### config.mk
export PLATFORM = sky130hd
export DESIGN_NAME = sorted_list_insert_find_remove
export DESIGN_NICKNAME = d
export VERILOG_FILES = /design/src/slt_pkg.sv /design/src/slt_ctrl.sv /design/src/slt_dp.sv /design/src/sorted_list_insert_find_remove.sv
export VERILOG_INCLUDE_DIRS = /design/src /design/src/src
export SDC_FILE = /design/constraint.sdc
export NUM_CORES = 2
export LEC_CHECK = 0
export BUFFER_PORTS_ARGS = -buffer_cell sky130_fd_sc_hd__buf_2
export CORE_MARGIN = 3
export CORE_UTILIZATION = 47
export DETAILED_ROUTE_END_ITERATION = 8
export GPL_ROUTABILITY_DRIVEN = 0
export PLACE_DENSITY_LB_ADDON = 0.15
export SLEW_MARGIN = 20
export SYNTH_ARGS = -nofsm -noshare
export SYNTH_HDL_FRONTEND = slang
export SYNTH_SLANG_ARGS = --single-unit
### constraint.sdc
create_clock -name i_clk -period 8.85 [get_ports i_clk]
set_input_delay 0.4425 -clock i_clk [delete_from_list [all_inputs] [get_ports i_clk]]
set_output_delay 0.4425 -clock i_clk [all_outputs]
set_load 0.005 [all_outputs]
### src/sorted_list_insert_find_remove_assert.svh
// Assertion macros for the sorted list block.
// Used by the top level only; needs no package.
`ifndef SORTED_LIST_INSERT_FIND_REMOVE_ASSERT_SVH
`define SORTED_LIST_INSERT_FIND_REMOVE_ASSERT_SVH

// Same-cycle implication, ignored while reset is asserted.
`define SLT_ASSERT_NOW(lbl, clk, rst_n, ante, cons, msg) \
    lbl: assert property (@(posedge clk) disable iff (!rst_n) (ante) |-> (cons)) \
        else $error(msg);

// Next-cycle implication, ignored while reset is asserted.
`define SLT_ASSERT_NEXT(lbl, clk, rst_n, ante, cons, msg) \
    lbl: assert property (@(posedge clk) disable iff (!rst_n) (ante) |=> (cons)) \
        else $error(msg);

`endif

### src/slt_pkg.sv
// Shared types and codes for the sorted list block.
// Used by the controller, the datapath and the top level; no dependencies.
`timescale 1ns / 1ps

package slt_pkg;

    // Fixed widths of the transfer fields
    localparam int OP_W  = 2;
    localparam int VAL_W = 32;
    localparam int ST_W  = 2;
    localparam int POS_W = 4;
    localparam int CNT_W = 5;

    // Operation codes
    localparam logic [OP_W-1:0] OP_INSERT = 2'd0;
    localparam logic [OP_W-1:0] OP_FIND   = 2'd1;
    localparam logic [OP_W-1:0] OP_REMOVE = 2'd2;

    // Result status codes
    localparam logic [ST_W-1:0] ST_OK      = 2'd0;
    localparam logic [ST_W-1:0] ST_FULL    = 2'd1;
    localparam logic [ST_W-1:0] ST_MISSING = 2'd2;

    typedef struct packed {
        logic [OP_W-1:0]         op;
        logic signed [VAL_W-1:0] value;
    } t_in_item;

    typedef struct packed {
        logic [ST_W-1:0]  status;
        logic [POS_W-1:0] position;
        logic [CNT_W-1:0] count;
    } t_out_item;

    // Controller to datapath
    typedef struct packed {
        logic capture;
        logic compare;
        logic execute;
    } t_cmd;

    // Datapath to controller
    typedef struct packed {
        logic out_valid;
    } t_sts;

endpackage

### src/slt_ctrl.sv
// Controller for the sorted list block: capture, compare and execute sequencing.
// Depends on slt_pkg for the command and status structs.
`timescale 1ns / 1ps

module slt_ctrl (
    input  logic          i_clk,
    input  logic          i_rst_n,
    input  logic          i_in_valid,
    output logic          o_in_stall,
    input  logic          i_out_stall,
    input  slt_pkg::t_sts i_sts,
    output slt_pkg::t_cmd o_cmd
);

    typedef enum logic [2:0] {
        S_WAIT = 3'b001,
        S_CMP  = 3'b010,
        S_EXE  = 3'b100
    } t_state;

    t_state r_state;
    t_state n_state;
    logic   out_free;
    logic   in_ready;
    logic   accept;

    // Result slot frees when empty or being taken this cycle
    assign out_free = !i_sts.out_valid || !i_out_stall;
    assign in_ready = i_rst_n &&
                      ((r_state == S_WAIT) || ((r_state == S_EXE) && out_free));
    assign accept   = i_in_valid && in_ready;

    assign o_in_stall      = !in_ready;
    assign o_cmd.capture   = accept;
    assign o_cmd.compare   = (r_state == S_CMP);
    assign o_cmd.execute   = (r_state == S_EXE) && out_free;

    // Advance the sequence
    always_comb begin
        n_state = r_state;
        unique case (r_state)
            S_WAIT: begin
                if (accept) n_state = S_CMP;
            end
            S_CMP: begin
                n_state = S_EXE;
            end
            S_EXE: begin
                if (out_free) n_state = accept ? S_CMP : S_WAIT;
            end
            default: begin
                n_state = S_WAIT;
            end
        endcase
    end

    always_ff @(posedge i_clk) begin
        if (!i_rst_n) begin
            r_state <= S_WAIT;
        end else begin
            r_state <= n_state;
        end
    end

endmodule

### src/slt_dp.sv
// Datapath for the sorted list block: entry cells, compare vectors, result register.
// Depends on slt_pkg for transfer types, codes and command/status structs.
`timescale 1ns / 1ps

module slt_dp #(
    parameter int CAPACITY = 16
) (
    input  logic               i_clk,
    input  logic               i_rst_n,
    input  slt_pkg::t_cmd      i_cmd,
    output slt_pkg::t_sts      o_sts,
    input  slt_pkg::t_in_item  i_in_data,
    input  logic               i_out_stall,
    output slt_pkg::t_out_item o_out_data
);

    localparam int HW = $clog2(CAPACITY + 1);
    localparam int IW = $clog2(CAPACITY);

    logic [slt_pkg::OP_W-1:0]         r_op;
    logic signed [slt_pkg::VAL_W-1:0] r_value;
    logic signed [slt_pkg::VAL_W-1:0] r_entries [CAPACITY];
    logic signed [slt_pkg::VAL_W-1:0] n_entries [CAPACITY];
    logic [HW-1:0]                    r_held;
    logic [HW-1:0]                    n_held;
    logic [CAPACITY-1:0]              le_vec;
    logic [CAPACITY-1:0]              seen_vec;
    logic [CAPACITY-1:0]              r_le;
    logic [CAPACITY-1:0]              r_seen;
    logic                             full;
    logic                             found;
    logic                             ins_go;
    logic                             rem_go;
    logic [IW-1:0]                    ins_pos;
    logic [IW-1:0]                    hit_pos;
    slt_pkg::t_out_item               r_out;
    slt_pkg::t_out_item               n_out;
    logic                             r_out_valid;

    // Hold the operation while it is worked on
    always_ff @(posedge i_clk) begin
        if (i_cmd.capture) begin
            r_op    <= i_in_data.op;
            r_value <= i_in_data.value;
        end
    end

    // Compare every held cell with the operand
    for (genvar g = 0; g < CAPACITY; g++) begin : g_cmp
        logic held_cell;
        logic eq;
        assign held_cell = (HW'(g) < r_held);
        assign le_vec[g] = held_cell && (r_entries[g] <= r_value);
        assign eq        = held_cell && (r_entries[g] == r_value);
        if (g == 0) begin : g_first
            assign seen_vec[g] = eq;
        end else begin : g_rest
            assign seen_vec[g] = seen_vec[g-1] | eq;
        end
    end

    always_ff @(posedge i_clk) begin
        if (i_cmd.compare) begin
            r_le   <= le_vec;
            r_seen <= seen_vec;
        end
    end

    // Decide the update from the registered compare vectors
    assign full    = (r_held == HW'(CAPACITY));
    assign found   = r_seen[CAPACITY-1];
    assign ins_go  = (r_op == slt_pkg::OP_INSERT) && !full;
    assign rem_go  = (r_op == slt_pkg::OP_REMOVE) && found;
    assign ins_pos = IW'($countones(r_le));
    assign hit_pos = IW'($countones(~r_seen));

    // Shift cells up on insert, down on remove
    for (genvar g = 0; g < CAPACITY; g++) begin : g_cell
        logic signed [slt_pkg::VAL_W-1:0] from_below;
        logic signed [slt_pkg::VAL_W-1:0] from_above;
        if (g == 0) begin : g_lo
            assign from_below = r_value;
        end else begin : g_hi
            assign from_below = r_le[g-1] ? r_value : r_entries[g-1];
        end
        if (g == CAPACITY - 1) begin : g_top
            assign from_above = r_entries[g];
        end else begin : g_mid
            assign from_above = r_entries[g+1];
        end
        always_comb begin
            n_entries[g] = r_entries[g];
            if (ins_go && !r_le[g]) begin
                n_entries[g] = from_below;
            end else if (rem_go && r_seen[g]) begin
                n_entries[g] = from_above;
            end
        end
    end

    always_comb begin
        n_held = r_held;
        if (ins_go) begin
            n_held = r_held + HW'(1);
        end else if (rem_go) begin
            n_held = r_held - HW'(1);
        end
    end

    always_ff @(posedge i_clk) begin
        if (i_cmd.execute) begin
            for (int i = 0; i < CAPACITY; i++) begin
                r_entries[i] <= n_entries[i];
            end
        end
    end

    always_ff @(posedge i_clk) begin
        if (!i_rst_n) begin
            r_held <= '0;
        end else if (i_cmd.execute) begin
            r_held <= n_held;
        end
    end

    // Build the result
    always_comb begin
        n_out.status   = slt_pkg::ST_OK;
        n_out.position = '0;
        n_out.count    = slt_pkg::CNT_W'(n_held);
        case (r_op)
            slt_pkg::OP_INSERT: begin
                if (full) begin
                    n_out.status = slt_pkg::ST_FULL;
                end else begin
                    n_out.position = slt_pkg::POS_W'(ins_pos);
                end
            end
            slt_pkg::OP_FIND, slt_pkg::OP_REMOVE: begin
                if (found) begin
                    n_out.position = slt_pkg::POS_W'(hit_pos);
                end else begin
                    n_out.status = slt_pkg::ST_MISSING;
                end
            end
            default: begin
                n_out.status = slt_pkg::ST_OK;
            end
        endcase
    end

    // Result register; drop valid once the transfer completes
    always_ff @(posedge i_clk) begin
        if (i_cmd.execute) r_out <= n_out;
    end

    always_ff @(posedge i_clk) begin
        if (!i_rst_n) begin
            r_out_valid <= 1'b0;
        end else if (i_cmd.execute) begin
            r_out_valid <= 1'b1;
        end else if (!i_out_stall) begin
            r_out_valid <= 1'b0;
        end
    end

    assign o_sts.out_valid = r_out_valid;
    assign o_out_data      = r_out;

endmodule

### src/sorted_list_insert_find_remove.sv
// Sorted list block: keeps up to CAPACITY signed values in ascending order.
// Input channel: i_in_valid / o_in_stall with i_in_data (op, value).
// Output channel: o_out_valid / i_out_stall with o_out_data (status, position, count).
// Ops: insert (after all equal entries), find (first match), remove (first match).
// Every accepted operation gives exactly one result transfer.
// The input transfer registers the operand; the compare step then checks it
// against every held cell in parallel and registers the compare vectors;
// the execute step shifts the cells and loads the result register.
// The compare/execute pair of the controller sets the pace: the next input
// is taken in the execute step, once the result slot is free.
// A full list rejects an insert with status full; a missing value gives
// status not found; both leave the list unchanged. Op code 3 changes nothing.
// Reset (synchronous, active low) empties the list and clears the result valid;
// no input is taken while reset is held.
// When the receiver stalls, the result holds in its register and the block
// stops in the execute step, stalling the input until the slot frees.
// Depends on slt_pkg, slt_ctrl, slt_dp and the assertion macro header.
`timescale 1ns / 1ps

module sorted_list_insert_find_remove #(
    parameter int CAPACITY = 16
) (
    input  logic               i_clk,
    input  logic               i_rst_n,
    input  logic               i_in_valid,
    output logic               o_in_stall,
    input  slt_pkg::t_in_item  i_in_data,
    output logic               o_out_valid,
    input  logic               i_out_stall,
    output slt_pkg::t_out_item o_out_data
);

    slt_pkg::t_cmd cmd;
    slt_pkg::t_sts sts;

    slt_ctrl u_ctrl (
        .i_clk       (i_clk),
        .i_rst_n     (i_rst_n),
        .i_in_valid  (i_in_valid),
        .o_in_stall  (o_in_stall),
        .i_out_stall (i_out_stall),
        .i_sts       (sts),
        .o_cmd       (cmd)
    );

    slt_dp #(
        .CAPACITY (CAPACITY)
    ) u_dp (
        .i_clk       (i_clk),
        .i_rst_n     (i_rst_n),
        .i_cmd       (cmd),
        .o_sts       (sts),
        .i_in_data   (i_in_data),
        .i_out_stall (i_out_stall),
        .o_out_data  (o_out_data)
    );

    assign o_out_valid = sts.out_valid;

    // Checks
    `include "sorted_list_insert_find_remove_assert.svh"

    `SLT_ASSERT_NEXT(a_no_back_to_back, i_clk, i_rst_n, i_in_valid && !o_in_stall, o_in_stall, "input taken in two consecutive cycles")
    `SLT_ASSERT_NOW(a_fail_pos_zero, i_clk, i_rst_n, o_out_valid && (o_out_data.status != slt_pkg::ST_OK), o_out_data.position == '0, "failed operation reports a non-zero position")
    `SLT_ASSERT_NOW(a_full_count, i_clk, i_rst_n, o_out_valid && (o_out_data.status == slt_pkg::ST_FULL), o_out_data.count == slt_pkg::CNT_W'(CAPACITY), "full rejection with list not full")

endmodule
# Word level (Yosys, flattened, before mapping)
# Memories as Yosys holds them, arrays and structs flattened.
# Cells that the tools add are included.
# totals
reg_bits	86
mem_bits_rw	512
elab_cells	271
memories	1
# classes
n_addsub	32
order_cmp	32
eq_ne	25
mux	62
bitwise	16
reduce_logical	93
# mem_list
memory	words	width	read_ports	rd_clocked_by_memory_dff	wr	line_no	source
u_dp.r_entries	16	32	16	0	16	slt_dp.sv:22	logic signed [slt_pkg::VAL_W-1:0] r_entries [CAPACITY];
# ops
operator	n
$mux 32	46
$eq 32x32->1	16
$le 32x32->1	16
$logic_and 1x1->1	68
$add 4x4->4	14
$lt 4x5->1 const A	8
$add 1x1->2	16
$logic_not 1->1	20
$lt 3x5->1 const A	4
$not 16->16	1
$or 1x1->1	15
$lt 1x5->1 const A	2
$lt 2x5->1 const A	2
$mux 5	2
$pmux 3 s3	1
$mux 4	2
$pmux 4 s2	1
$mux 3	2
$ne 2x1->1 const B	3
$add 5x1->5 const B	1
$eq 5x5->1 const B	1
$mux 1	5
$sub 5x1->5 const B	1
$mux 2	2
10 further kinds	11

# Longest topological paths before layout
# An unclocked memory read counts as a cell.
# logic_depth
word_depth	18
depth_mapped	16

# Modules after synthesis
# Synthesis repeated with hierarchy kept, for this count alone.
# unflattened
hier_cells	3879
hier_area_um2	41074.4
# modules_own_cells
mod	n_inst	cells_per_inst	area_each_um2
slt_dp	1	3858	40893.0
slt_ctrl	1	21	181.4

# Worst setup path after synthesis
# No wires, ideal clock.
# synth_timing
kind	reg2reg
start	reg, netlist name u_dp.r_held[1]
end	mem u_dp.r_entries[1][224] (netlist name) (enable)
setup_ns	0.461
arrival_time_ns	3.560
required_ns	8.389
setup_slack_ns	4.829
path_stages_with_launch	8
period_less_slack_ns	4.021
path_cell_list	dfxtp_1 -> clkbuf_1 -> inv_1 -> ha_1 -> nand3_1 -> nand2_1 -> clkbuf_1 -> nor3_1
# synth_rtl
item	line_no
end: declaration	slt_dp.sv:22

==> flow_metrics.env <==
export IMPL_status="completed"
export IMPL_synth_seq_area_share_pct=43.2
export IMPL_synth_cell_types=78
export IMPL_grt_pass1_vias=30981
export IMPL_area_delta_synth_final_pct=11.1
export IMPL_dp_hpwl_um=90800
export IMPL_yosys_warnings=0
export IMPL_layout_nets=4536
export IMPL_coreArea_mm2=0.0870
export IMPL_grt_pass1_wl_um=188000
export IMPL_placed_cells=4977
export IMPL_rows=108
export IMPL_critical_path_endpoint_type="flop"
export IMPL_fin_crit_sh_pct=53.9
export IMPL_slowest_delay_ns=0.58
export IMPL_start_kind="flop"
export IMPL_wl_met1_um=57200
export IMPL_avgSynthCellArea_um2=10.5
export IMPL_ctsHtreeMaxLevel=3
export IMPL_slew_limit_headroom_pct=25.0
export IMPL_setup_violations_final=0
export IMPL_synth_area_leaders="edfxtp_1, ha_1, mux2i_1"
export IMPL_finalMaxSlewViolations=0
export IMPL_worst_slew_pin_slew_ns=1.11
export IMPL_synth_most_common_cell="a21oi_1"
export IMPL_seqPwrFrac_pct=45.5
export IMPL_remaining_drc_errors=0
export IMPL_io_buffers=50
export IMPL_grt_setup_unrepaired="false"
export IMPL_drive_gt1_share_pct=9.49
export IMPL_drtAntennaViolNets=0
export IMPL_drt_iter0_drc=2653
export IMPL_syn_area_mm2=0.0413
export IMPL_finalNonFillerCells=5150
export IMPL_critPathTopFamily="adder cells"
export IMPL_required_ns=9.23
export IMPL_synth_edf_count=589
export IMPL_routedWlPerCell_um=23.9
export IMPL_grt_max_degree=66
export IMPL_cts_root_buf="clkbuf_16"
export IMPL_vias_per_cell=6.02
export IMPL_power_share_clock_pct=46.7
export IMPL_fin_skew_ns=0.0193
export IMPL_crit_chain="buf_4 > ha_1 > inv_1 > fa_1 > fa_1 > inv_1 > fa_1 > inv_1 > fa_1 > inv_1 > ha_1 > inv_1 > fa_1 > xnor2_1 > xnor2_1 > a2bb2oi_1 > nor2_1"
export IMPL_worst_setup_path_type="reg2reg"
export IMPL_p_leak_nw=19.2
export IMPL_cp_max_fo=34
export IMPL_wirelength_um=123000
export IMPL_numCtsBuffers=73
export IMPL_slowest_stage="buf_4"
export IMPL_cts_setup_buffers=0
export IMPL_dr_wl_met2_um=56000
export IMPL_ys_seq_elements=598
export IMPL_die_w_um=302
export IMPL_peakVddDrop_uv=158
export IMPL_fp_dieH_um=302
export IMPL_power_frac_comb_pct=7.8
export IMPL_finalCriticalPeriod_ns=4.77
export IMPL_critPathBufInv=6
export IMPL_io_pin_count=51
export IMPL_syn_nets=4521
export IMPL_synth_top_area_share_pct=42.8
export IMPL_clk_pin_slew_ns=0.06
export IMPL_dr_wl_met3_um=7510
export IMPL_fin_setup_tns_ns=0
export IMPL_cts_sinks=598
export IMPL_gr_total_overflow=0
export IMPL_cts_path_max_buffers=3
export IMPL_yosys_top_cells_count="a21oi_1, edfxtp_1, nor2_1"
export IMPL_hold_path_class="in2reg"
export IMPL_synth_area_leader_cell="edfxtp_1"
export IMPL_ys_flop_type="edfxtp_1"
export IMPL_syn_instance_count=3920
export IMPL_cts_tree="built"
export IMPL_highest_layer="met4"
export IMPL_async_flop_share_pct=0
export IMPL_power_internal_mw=5.22
export IMPL_worstPathArrival_ns=5.15
export IMPL_power_density_mw_per_mm2=149
export IMPL_swShare_pct=23.6
export IMPL_antenna_found_initial=1
export IMPL_finalHoldViolCount=0
export IMPL_multiInputGateArea_mm2=0.0223
export IMPL_die_area_mm2=0.0915
export IMPL_start_util_pct=47.5
export IMPL_regArea_mm2=0.0179
export IMPL_nFillCells=7836
export IMPL_p_sw_mw=1.62
export IMPL_max_cap_violations=0
export IMPL_num_vias=30998
export IMPL_maxClockFrequency_mhz=210
export IMPL_clock_latency_ns=0.63
export IMPL_drt_pass1_iter_count=6
export IMPL_track_usage_pct=26.6
## per-stage QoR
step / setup slack, ns / total power [mW] / instance area (µm²) / util (%) / hold WS [ns]
floorplan: 4.83 / 3.52 / 41300 / - / 0.504
global placement: 4.07 / 3.68 / 43000 / 49.4 / 0.582
detailed placement: 4.04 / 3.69 / 43000 / 49.4 / 0.589
CTS: 4.06 / 6.90 / 45800 / 52.7 / 0.0283
global route: 3.86 / 7.06 / 45900 / 52.8 / 0.0544
finish: 4.08 / 6.84 / 45900 / 52.8 / 0.0591
## path summary, 6_finish.rpt
| check | from | to | slack (ns) | cells after the start |
|---|---|---|---|---|
| worst max-delay path | u_dp.r_le[13] | u_dp.o_out_data[8] | 4.08 | 17 |
| worst min-delay path | i_rst_n | u_ctrl.r_state[0] | 0.06 | 2 |
| worst max register to register | u_dp.r_le[13] | u_dp.o_out_data[8] | 4.08 | 17 |
| worst min register to register | u_ctrl.r_state[2] | u_ctrl.r_state[0] | 0.60 | 4 |
## sequential cells by signal, indices dropped and copies added, names as in the netlist
register / flops
u_dp.r_seen: 16
u_dp.r_entries: 512
u_dp.r_op: 2
u_dp.o_out_data: 11
u_dp.r_held: 5
u_ctrl.r_state: 3
u_dp.g_cell.from_below: 32
u_dp.o_sts: 1
u_dp.r_le: 16
## cell type report
cell class / instances / area share, %
diodes: 1 / 0.00545
clock buffers: 91 / 4.36
clock inverters: 43 / 1.04
inverters: 133 / 1.09
multi-input cells: 2950 / 48.5
flip-flops and latches: 598 / 38.9
well taps: 1155 / 3.15
repair buffers: 179 / 2.98
## power groups by stage
stage | combinational, mW | clock [mW] | sequential (mW)
final | 0.536 | 3.19 | 3.11
after global routing | 0.600 | 3.35 | 3.11
after CTS | 0.534 | 3.25 | 3.11
after detailed placement | 0.518 | 0 | 3.17
after global placement | 0.509 | 0 | 3.17
after floorplan | 0.361 | 0 | 3.16
## placed cells by master (no fill, tap or decap), types with 10 or more instances in the layout
cell,n
nor2_4,26
nor2b_1,18
buf_4,90
a21oi_1,609
ha_1,541
bufinv_16,11
nand3_1,53
nor4_1,13
a31oi_1,13
fa_1,22
clkbuf_1,13
mux2i_1,450
edfxtp_1,589
clkinv_1,19
o21a_1,11
nand2_1,95
nor3_1,31
nor2_1,542
clkbuf_16,78
dlygate4sd3_1,34
nand4_1,84
o211ai_1,10
o21ai_0,91
nand2b_1,18
a21o_1,76
clkinv_2,12
inv_1,132
a2111oi_0,14
mux2_2,70
buf_2,50
a211oi_1,26
## per-layer routing
layer	up-vias	GRT usage [%]
li1	14682	-
met1	15296	38.4
met2	848	42.4
met3	172	3.95
met4	0	5.89
met5	-	0
## cells by family after synthesis
logic type               count (synthesis)  synth area share (%)
AND/OR/NAND/NOR                        942                  10.2
AO/OA/AOI/OAI                          915                  12.6
buffers and inverters                  372                  3.45
flip-flops                             598                  43.2
adder cells (fa/ha/maj)                563                  17.5
multiplexers                           520                  12.8
XOR/XNOR                                10                 0.212
## repair_timing
action / CTS / global route
endpoints found under the hold margin: 34 / 0
resized for setup: 0 / 0
hold buffers: 34 / 0
(Power assumes the default switching activity.)
